==> config.mk <==
export PLATFORM = sky130hd
export DESIGN_NAME = rtc_counter_prescaler_match_top
export DESIGN_NICKNAME = d
export VERILOG_FILES = /design/src/rtl/core/rtc_pkg.sv /design/src/rtl/core/rtc_core.sv /design/src/rtl/core/rtc_counter_prescaler_match_top.sv
export SDC_FILE = /design/constraint.sdc
export NUM_CORES = 1
export LEC_CHECK = 0
export ABC_AREA = 1
export BUFFER_PORTS_ARGS = -buffer_cell sky130_fd_sc_hd__buf_2
export CAP_MARGIN = 20
export CORE_MARGIN = 8
export CORE_UTILIZATION = 30
export DETAILED_ROUTE_END_ITERATION = 12
export GPL_TIMING_DRIVEN = 0
export SLEW_MARGIN = 20
export SYNTH_ARGS = -nofsm -noshare
export SYNTH_HDL_FRONTEND = slang
export SYNTH_SLANG_ARGS = --single-unit
export TNS_END_PERCENT = 1
==> constraint.sdc <==
create_clock -name clk -period 8.9 [get_ports clk]
set_input_delay 0.445 -clock clk [delete_from_list [all_inputs] [get_ports clk]]
set_output_delay 0.445 -clock clk [all_outputs]
set_load 0.1 [all_outputs]
==> src/rtl/core/rtc_pkg.sv <==
// shared types and codes of the real-time counter
// no dependencies
package rtc_pkg;

  localparam int DATA_W = 32;
  localparam int CTL_W  = 5;

  // function codes of a beat
  localparam logic [1:0] FUNC_TICK  = 2'd0;
  localparam logic [1:0] FUNC_READ  = 2'd1;
  localparam logic [1:0] FUNC_WRITE = 2'd2;

  // word register indexes
  localparam logic [3:0] REG_COUNT    = 4'd0;
  localparam logic [3:0] REG_MATCH    = 4'd1;
  localparam logic [3:0] REG_LOAD     = 4'd2;
  localparam logic [3:0] REG_CONTROL  = 4'd3;
  localparam logic [3:0] REG_STATUS   = 4'd4;
  localparam logic [3:0] REG_RAW      = 4'd5;
  localparam logic [3:0] REG_EOI      = 4'd6;
  localparam logic [3:0] REG_VERSION  = 4'd7;
  localparam logic [3:0] REG_PRESCALE = 4'd8;

  // control bit positions
  localparam int CTL_IE      = 0;
  localparam int CTL_MASK    = 1;
  localparam int CTL_EN      = 2;
  localparam int CTL_WEN     = 3;
  localparam int CTL_PSCLREN = 4;

  typedef struct packed {
    logic [1:0]        func;
    logic [3:0]        reg_index;
    logic [DATA_W-1:0] write_data;
  } rtc_in_t;

  typedef struct packed {
    logic [DATA_W-1:0] read_data;
    logic              interrupt_line;
  } rtc_out_t;

endpackage

==> src/rtl/core/rtc_core.sv <==
// register file, prescaler and counter of the real-time counter
// one beat is applied per fire strobe; depends on rtc_pkg
module rtc_core
  import rtc_pkg::*;
#(
  parameter int          PRESCALE_BITS = 16,
  parameter int          COUNTER_BITS  = 32,
  parameter logic [31:0] VERSION_WORD  = 32'h0
) (
  input  logic     clk,
  input  logic     rst_n,
  input  logic     fire,
  input  rtc_in_t  item,
  output rtc_out_t res
);

  localparam int PW = PRESCALE_BITS + 1;

  logic [COUNTER_BITS-1:0]  cnt_r, cnt_nxt;
  logic [COUNTER_BITS-1:0]  match_r, match_nxt;
  logic [COUNTER_BITS-1:0]  load_r, load_nxt;
  logic                     load_pend_r, load_pend_nxt;
  logic [CTL_W-1:0]         ctl_r, ctl_nxt;
  logic                     raw_r, raw_nxt;
  logic [PRESCALE_BITS-1:0] psc_val_r, psc_val_nxt;
  logic [PRESCALE_BITS-1:0] psc_cnt_r, psc_cnt_nxt;

  logic [PW-1:0]     psc_inc;
  logic [PW-1:0]     psc_eff;
  logic              cnt_clk;
  logic              irq_cur;
  logic [DATA_W-1:0] rd;

  // prescaler compare, zero divisor counts as one
  assign psc_inc = {1'b0, psc_cnt_r} + PW'(1);
  assign psc_eff = (psc_val_r == '0) ? PW'(1) : {1'b0, psc_val_r};
  assign irq_cur = raw_r & ctl_r[CTL_IE] & ~ctl_r[CTL_MASK];

  // next state for one beat
  always_comb begin
    cnt_nxt       = cnt_r;
    match_nxt     = match_r;
    load_nxt      = load_r;
    load_pend_nxt = load_pend_r;
    ctl_nxt       = ctl_r;
    raw_nxt       = raw_r;
    psc_val_nxt   = psc_val_r;
    psc_cnt_nxt   = psc_cnt_r;
    cnt_clk       = 1'b0;
    rd            = '0;
    unique case (item.func)
      FUNC_TICK: begin
        if (ctl_r[CTL_EN]) begin
          if (ctl_r[CTL_PSCLREN]) begin
            if (psc_inc >= psc_eff) begin
              psc_cnt_nxt = '0;
              cnt_clk     = 1'b1;
            end else begin
              psc_cnt_nxt = psc_inc[PRESCALE_BITS-1:0];
            end
          end else begin
            psc_cnt_nxt = '0;
            cnt_clk     = 1'b1;
          end
        end
      end
      FUNC_READ: begin
        unique case (item.reg_index)
          REG_COUNT:    rd = DATA_W'(cnt_r);
          REG_MATCH:    rd = DATA_W'(match_r);
          REG_LOAD:     rd = DATA_W'(load_r);
          REG_CONTROL:  rd = DATA_W'(ctl_r);
          REG_STATUS:   rd = DATA_W'(irq_cur);
          REG_RAW:      rd = DATA_W'(raw_r);
          REG_EOI:      raw_nxt = 1'b0;
          REG_VERSION:  rd = VERSION_WORD;
          REG_PRESCALE: rd = DATA_W'(psc_val_r);
          default:      rd = '0;
        endcase
      end
      FUNC_WRITE: begin
        unique case (item.reg_index)
          REG_MATCH:    match_nxt = item.write_data[COUNTER_BITS-1:0];
          REG_LOAD: begin
            load_nxt      = item.write_data[COUNTER_BITS-1:0];
            load_pend_nxt = 1'b1;
          end
          REG_CONTROL:  ctl_nxt = item.write_data[CTL_W-1:0];
          REG_PRESCALE: psc_val_nxt = item.write_data[PRESCALE_BITS-1:0];
          default:      ;
        endcase
      end
      default: ;
    endcase

    // counter clock: load, wrap or increment, then match check
    if (cnt_clk) begin
      if (load_pend_r) begin
        cnt_nxt       = load_r;
        load_pend_nxt = 1'b0;
      end else if (ctl_r[CTL_WEN] && (cnt_r == match_r)) begin
        cnt_nxt = '0;
      end else begin
        cnt_nxt = cnt_r + COUNTER_BITS'(1);
      end
      if (cnt_nxt == match_r) begin
        raw_nxt = 1'b1;
      end
    end
  end

  // result of the beat, interrupt taken from the state it leaves
  assign res.read_data      = rd;
  assign res.interrupt_line = raw_nxt & ctl_nxt[CTL_IE] & ~ctl_nxt[CTL_MASK];

  // state registers
  always_ff @(posedge clk) begin
    if (!rst_n) begin
      cnt_r       <= '0;
      match_r     <= '0;
      load_r      <= '0;
      load_pend_r <= 1'b0;
      ctl_r       <= '0;
      raw_r       <= 1'b0;
      psc_val_r   <= PRESCALE_BITS'(1);
      psc_cnt_r   <= '0;
    end else if (fire) begin
      cnt_r       <= cnt_nxt;
      match_r     <= match_nxt;
      load_r      <= load_nxt;
      load_pend_r <= load_pend_nxt;
      ctl_r       <= ctl_nxt;
      raw_r       <= raw_nxt;
      psc_val_r   <= psc_val_nxt;
      psc_cnt_r   <= psc_cnt_nxt;
    end
  end

endmodule

==> src/rtl/core/rtc_counter_prescaler_match_top.sv <==
// Real-time counter with prescaler and match interrupt, top level.
// Depends on rtc_pkg and rtc_core.
//
// Usage:
//   Input channel in_valid/in_stall/in_data carries one beat per accepted
//   item: a clock tick, a register read or a register write (func field).
//   Result channel out_valid/out_stall/out_data returns exactly one beat per
//   input beat, in order: read_data (register value on reads, zero
//   otherwise) and interrupt_line (state after the beat).
//   Path: an accepted beat is held in the input register, and its result is
//   written to the result register when that register is free or drained.
//   Throughput: one beat per cycle unless the receiver stalls, set by the
//   single input register feeding the register-file logic and result register.
//   When the receiver stalls, the result register holds its beat and the
//   input register can still take one more beat; after that in_stall rises
//   until the receiver takes the held result.
//   Reset (rst_n low, synchronous) empties both registers, clears count,
//   match, load, control and the raw flag, sets prescale to one.
module rtc_counter_prescaler_match_top
  import rtc_pkg::*;
#(
  parameter int          PRESCALE_BITS = 16,
  parameter int          COUNTER_BITS  = 32,
  parameter logic [31:0] VERSION_WORD  = 32'h0
) (
  input  logic     clk,
  input  logic     rst_n,
  input  logic     in_valid,
  output logic     in_stall,
  input  rtc_in_t  in_data,
  output logic     out_valid,
  input  logic     out_stall,
  output rtc_out_t out_data
);

  logic     s1_vld_r, s1_vld_nxt;
  rtc_in_t  s1_item_r;
  logic     out_vld_r, out_vld_nxt;
  rtc_out_t out_data_r;
  rtc_out_t res;
  logic     adv;
  logic     in_take;

  // input register moves on when the result register is free or drained
  assign adv      = s1_vld_r & (~out_vld_r | ~out_stall);
  assign in_stall = s1_vld_r & ~adv;
  assign in_take  = in_valid & ~in_stall;

  assign s1_vld_nxt  = in_take | (s1_vld_r & ~adv);
  assign out_vld_nxt = adv | (out_vld_r & out_stall);

  rtc_core #(
    .PRESCALE_BITS (PRESCALE_BITS),
    .COUNTER_BITS  (COUNTER_BITS),
    .VERSION_WORD  (VERSION_WORD)
  ) u_core (
    .clk   (clk),
    .rst_n (rst_n),
    .fire  (adv),
    .item  (s1_item_r),
    .res   (res)
  );

  // valid flags
  always_ff @(posedge clk) begin
    if (!rst_n) begin
      s1_vld_r  <= 1'b0;
      out_vld_r <= 1'b0;
    end else begin
      s1_vld_r  <= s1_vld_nxt;
      out_vld_r <= out_vld_nxt;
    end
  end

  // payload registers
  always_ff @(posedge clk) begin
    if (in_take) begin
      s1_item_r <= in_data;
    end
    if (adv) begin
      out_data_r <= res;
    end
  end

  assign out_valid = out_vld_r;
  assign out_data  = out_data_r;

endmodule

==> flow_summary.html <==
<table>
<tr><th>Metric</th><th>Value</th></tr>
<tr><th colspan="2">Timing</th></tr>
<tr><td>Setup total negative slack</td><td>0 ns</td></tr>
<tr><td>Worst hold margin</td><td>0.0688 ns</td></tr>
<tr><td>Number of hold-slack violations in the final timing report</td><td>0</td></tr>
<tr><td>Top achievable clock speed</td><td>0.249 GHz</td></tr>
<tr><td>Worst slew margin relative to its limit</td><td>23.9%</td></tr>
<tr><td>Unrepaired setup endpoints after global routing</td><td>false</td></tr>
<tr><td>Clock Skew</td><td>0.0186 ns</td></tr>
<tr><td>Final setup viols</td><td>0</td></tr>
<tr><td>Final period util</td><td>45.2%</td></tr>
<tr><td>Max-slew violation count</td><td>0</td></tr>
<tr><td>Time the final worst path needs with I/O delays and setup</td><td>4.02 ns</td></tr>
<tr><td>Slew at the pin closest to its max-slew limit</td><td>1.13 ns</td></tr>
<tr><th colspan="2">Yosys</th></tr>
<tr><td>Avg Inst Size Synth</td><td>7.26 sq um</td></tr>
<tr><td>Most common library cells after synthesis</td><td>390 x sky130_fd_sc_hd__nand2_1, 176 x sky130_fd_sc_hd__inv_1, 153 x sky130_fd_sc_hd__nor2_1</td></tr>
<tr><td>Portion of the post-synthesis area used by sequential elements</td><td>44.3%</td></tr>
<tr><td>Total number of yosys warnings</td><td>0</td></tr>
<tr><td>Synthesized instance count</td><td>1515</td></tr>
<tr><td>Most frequently used cell type in the post-synthesis netlist</td><td>sky130_fd_sc_hd__nand2_1</td></tr>
<tr><td>Most common flop cell mapped by yosys</td><td>sky130_fd_sc_hd__dfxtp_1</td></tr>
<tr><td>Library cell with the largest summed area after synthesis</td><td>sky130_fd_sc_hd__dfxtp_1</td></tr>
<tr><td>Cell types with the largest area share after synthesis</td><td>sky130_fd_sc_hd__dfxtp_1 25%, sky130_fd_sc_hd__edfxtp_1 19%, sky130_fd_sc_hd__nand2_1 13%</td></tr>
<tr><td>Flops &amp; latches, synth</td><td>208</td></tr>
<tr><td>Net count after synthesis</td><td>1575</td></tr>
<tr><td>Share of synthesized registers carrying an async set or reset</td><td>0%</td></tr>
<tr><td>Synthesized area</td><td>11000 sq um</td></tr>
<tr><td>Number of enable flip-flop cells after synthesis</td><td>71</td></tr>
<tr><td>Synth top area share</td><td>24.9%</td></tr>
<tr><td>Synth cell types</td><td>41</td></tr>
<tr><th colspan="2">Routing</th></tr>
<tr><td>Total vias in the final route</td><td>10977</td></tr>
<tr><td>TritonRoute pass-1 iters</td><td>5</td></tr>
<tr><td>Detailed-route wire length on metal 1</td><td>19200 um</td></tr>
<tr><td>Routed wl met2</td><td>19000 um</td></tr>
<tr><td>Overall routed net length</td><td>42600 um</td></tr>
<tr><td>Routed met3 length</td><td>3150 um</td></tr>
<tr><td>DRC violations left</td><td>0</td></tr>
<tr><td>Drt first-iter violations</td><td>1103</td></tr>
<tr><td>Post-route ant nets</td><td>0</td></tr>
<tr><td>Vias per cell</td><td>5.21</td></tr>
<tr><td>Top Layer Used</td><td>met4</td></tr>
<tr><td>Average routed wire per standard cell</td><td>20.2 um</td></tr>
<tr><th colspan="2">Critical path</th></tr>
<tr><td>Cell with the largest stage delay on the worst path</td><td>sky130_fd_sc_hd__dfxtp_1</td></tr>
<tr><td>Required @ worst endpoint</td><td>9.38 ns</td></tr>
<tr><td>Crit path max fanout</td><td>10</td></tr>
<tr><td>Critical path endpoint category</td><td>register</td></tr>
<tr><td>Data arrival time of the critical path</td><td>4.50 ns</td></tr>
<tr><td>Worst stage delay on the critical path</td><td>0.45 ns</td></tr>
<tr><td>CP cell instances</td><td>ha_1 -&gt; nand2_1 -&gt; inv_1 -&gt; nand2_1 -&gt; nor2_1 -&gt; nand2_1 -&gt; nor2_2 -&gt; nand3_2 -&gt; nor2_1 -&gt; xor2_1 -&gt; ha_1 -&gt; nand2_1 -&gt; inv_1 -&gt; nand3_1 -&gt; nor2_1 -&gt; a31oi_1 -&gt; o21ai_1 -&gt; inv_1 -&gt; nand2_1 -&gt; nor2_1 -&gt; clkbuf_1 -&gt; nand2_1 -&gt; a21oi_1</td></tr>
<tr><td>Most used cell, CP</td><td>sky130_fd_sc_hd__nand2_1</td></tr>
<tr><td>Startpoint types</td><td>register</td></tr>
<tr><td>Crit Path Class</td><td>register to register</td></tr>
<tr><th colspan="2">Clock tree</th></tr>
<tr><td>Hold-fix buffers at CTS</td><td>0</td></tr>
<tr><td>Clock-pin transition on the worst setup and hold timing paths</td><td>0.06 ns</td></tr>
<tr><td>Root buffer cell</td><td>sky130_fd_sc_hd__clkbuf_16</td></tr>
<tr><td>TritonCTS Sinks</td><td>208</td></tr>
<tr><td># resized after CTS</td><td>0</td></tr>
<tr><td>Count of buffers added by post-CTS timing repair for setup</td><td>0</td></tr>
<tr><td>Number of buffers inserted during clock tree synthesis</td><td>25</td></tr>
<tr><td>Maximum count of clock buffers along a single path</td><td>3</td></tr>
<tr><td>H-Tree Depth</td><td>1</td></tr>
<tr><td>Clock tree from TritonCTS</td><td>yes</td></tr>
<tr><td>Skew-Pair Late Insertion Delay</td><td>0.55 ns</td></tr>
<tr><th colspan="2">Global route</th></tr>
<tr><td>Vias in the first global route</td><td>10600</td></tr>
<tr><td>Total routing resource utilization after global routing</td><td>19.2%</td></tr>
<tr><td>Largest net degree at the start of global routing</td><td>27</td></tr>
<tr><td>Initial antenna violation count</td><td>2</td></tr>
<tr><td>Remaining Overflow, GRT</td><td>0</td></tr>
<tr><td>First-pass GRT wire length</td><td>64800 um</td></tr>
<tr><th colspan="2">Layout</th></tr>
<tr><td>Share of final-layout standard cells stronger than drive strength 1</td><td>8.97%</td></tr>
<tr><td>Net total in the final layout</td><td>1679</td></tr>
<tr><td>Area overhead of the layout relative to synthesis</td><td>16.5%</td></tr>
<tr><td>Antenna Diode Count</td><td>0</td></tr>
<tr><td>Filler Cells Inserted</td><td>3876</td></tr>
<tr><th colspan="2">Floorplanning</th></tr>
<tr><td>Die Span Y</td><td>207 um</td></tr>
<tr><td>Cell Rows</td><td>70</td></tr>
<tr><td>Core area</td><td>36300 sq um</td></tr>
<tr><td>Starting utilization of the core area</td><td>30.3%</td></tr>
<tr><td>I/O pin cnt</td><td>77</td></tr>
<tr><td>Width of the die</td><td>207 um</td></tr>
<tr><td>Die area</td><td>43100 sq um</td></tr>
<tr><th colspan="2">Power</th></tr>
<tr><td>Power Density</td><td>170 nW/um^2</td></tr>
<tr><td>Lkg Pwr</td><td>5.15 nW</td></tr>
<tr><td>VDD IR-drop max</td><td>0.119 mV</td></tr>
<tr><th colspan="2">Placed design</th></tr>
<tr><td>DPL Wire Length</td><td>33300 um</td></tr>
<tr><td>GP Congestion</td><td>0.973</td></tr>
<tr><td>Number of buffer cells added on primary ports</td><td>75</td></tr>
<tr><th colspan="2">Min path</th></tr>
<tr><td>Worst hold path type</td><td>primary input to register</td></tr>
<tr><th colspan="2">Outcome</th></tr>
<tr><td>Result of the run</td><td>finished clean</td></tr>
<tr><th colspan="2">Flow run</th></tr>
<tr><td>Max-capacitance violation count</td><td>0</td></tr>
</table>
==> worst max-delay path, delay by kind of cell, from the launching register on <==
kind | cells | cell delay, ns
DFF | 1 | 0.45
adders and majority gates | 2 | 0.48
buffers and inverters | 4 | 0.67
xor gates and xnor gates | 1 | 0.20
and+or+nand+nor | 13 | 1.76
AOI/OAI and AO/OA | 3 | 0.39
==> metal layers <==
| layer | vias up | global-route usage, % |
|---|---|---|
| met1 | 5196 | 26.8 |
| li1 | 5236 | - |
| met4 | 0 | 6.16 |
| met3 | 83 | 2.23 |
| met2 | 462 | 30.4 |
| met5 | - | 0 |
==> metrics by stage <==
stage	worst slack [ns]	util, %	instance area, sq um	std cells	total power [mW]
after floorplan	5.89	-	11000	1515	1.11
after global placement	5.01	32.9	12000	2058	1.16
after detailed placement	4.93	33.0	12000	2060	1.16
after CTS	4.87	35.3	12800	2106	2.19
after global routing	4.49	35.3	12800	2106	2.23
final	4.88	35.3	12800	2106	2.17
==> sequential cells by signal, summed over array words and instances (netlist names) <==
signal              cells
s1_item_r              38
out_data               33
u_core.cnt_r           32
u_core.load_r          32
u_core.match_r         32
u_core.psc_cnt_r       16
u_core.psc_val_r       16
u_core.ctl_r            5
out_valid               1
s1_vld_r                1
u_core.load_pend_r      1
u_core.raw_r            1
==> final timing paths <==
check / depth (start not counted) / slack, ns / endpoint / from
max: 23 / 4.88 / u_core.psc_cnt_r[9] / u_core.psc_cnt_r[0]
min: 1 / 0.07 / s1_item_r[6] / in_data[6]
max reg2reg: 23 / 4.88 / u_core.psc_cnt_r[9] / u_core.psc_cnt_r[0]
min reg2reg: 2 / 0.48 / u_core.load_r[1] / u_core.load_r[1]
==> area by class of cell <==
class | instances | area [sq um] | share of cell area (%)
multi-input cells | 1063 | 5180 | 40.5
flip-flops and latches | 208 | 4870 | 38.0
clock buffers | 39 | 708 | 5.53
inverters | 183 | 687 | 5.36
well taps | 468 | 586 | 4.57
repair buffers | 77 | 415 | 3.24
plain buffers | 61 | 258 | 2.01
clock inverters | 7 | 101 | 0.791
==> cell usage in the layout (no fill, tap or decap), types with 5 or more instances in the layout <==
cell type / count
sky130_fd_sc_hd__nand2_1: 390
sky130_fd_sc_hd__nor2_1: 152
sky130_fd_sc_hd__a21oi_1: 136
sky130_fd_sc_hd__inv_1: 174
sky130_fd_sc_hd__xor2_1: 17
sky130_fd_sc_hd__dfxtp_1: 137
sky130_fd_sc_hd__ha_1: 18
sky130_fd_sc_hd__edfxtp_1: 71
sky130_fd_sc_hd__clkbuf_1: 57
sky130_fd_sc_hd__o21ai_0: 141
sky130_fd_sc_hd__inv_2: 7
sky130_fd_sc_hd__buf_2: 82
sky130_fd_sc_hd__o211ai_1: 8
sky130_fd_sc_hd__nor3_1: 16
sky130_fd_sc_hd__a221oi_1: 14
sky130_fd_sc_hd__nand3_1: 64
sky130_fd_sc_hd__clkbuf_16: 25
sky130_fd_sc_hd__nor2_2: 5
sky130_fd_sc_hd__o221ai_1: 17
sky130_fd_sc_hd__o22ai_1: 16
sky130_fd_sc_hd__xnor2_1: 12
sky130_fd_sc_hd__nand4_1: 25
==> power by group <==
part | switching, mW | internal, mW | leakage (nW)
logic | 0.0998 | 0.0243 | 2.97
clock network | 0.429 | 0.607 | 0.392
registers | 0.0121 | 1.00 | 1.79
total | 0.541 | 1.63 | 5.15
==> kinds of logic after synthesis <==
group | Yosys count | share of synthesized area [%]
simple gates | 671 | 25.3
compound gates | 345 | 17.4
buf+inv | 244 | 8.59
flops | 208 | 44.3
xor+xnor | 29 | 2.31
fa+ha+maj | 18 | 2.05
No activity file was read; power rests on OpenSTA's default activity.
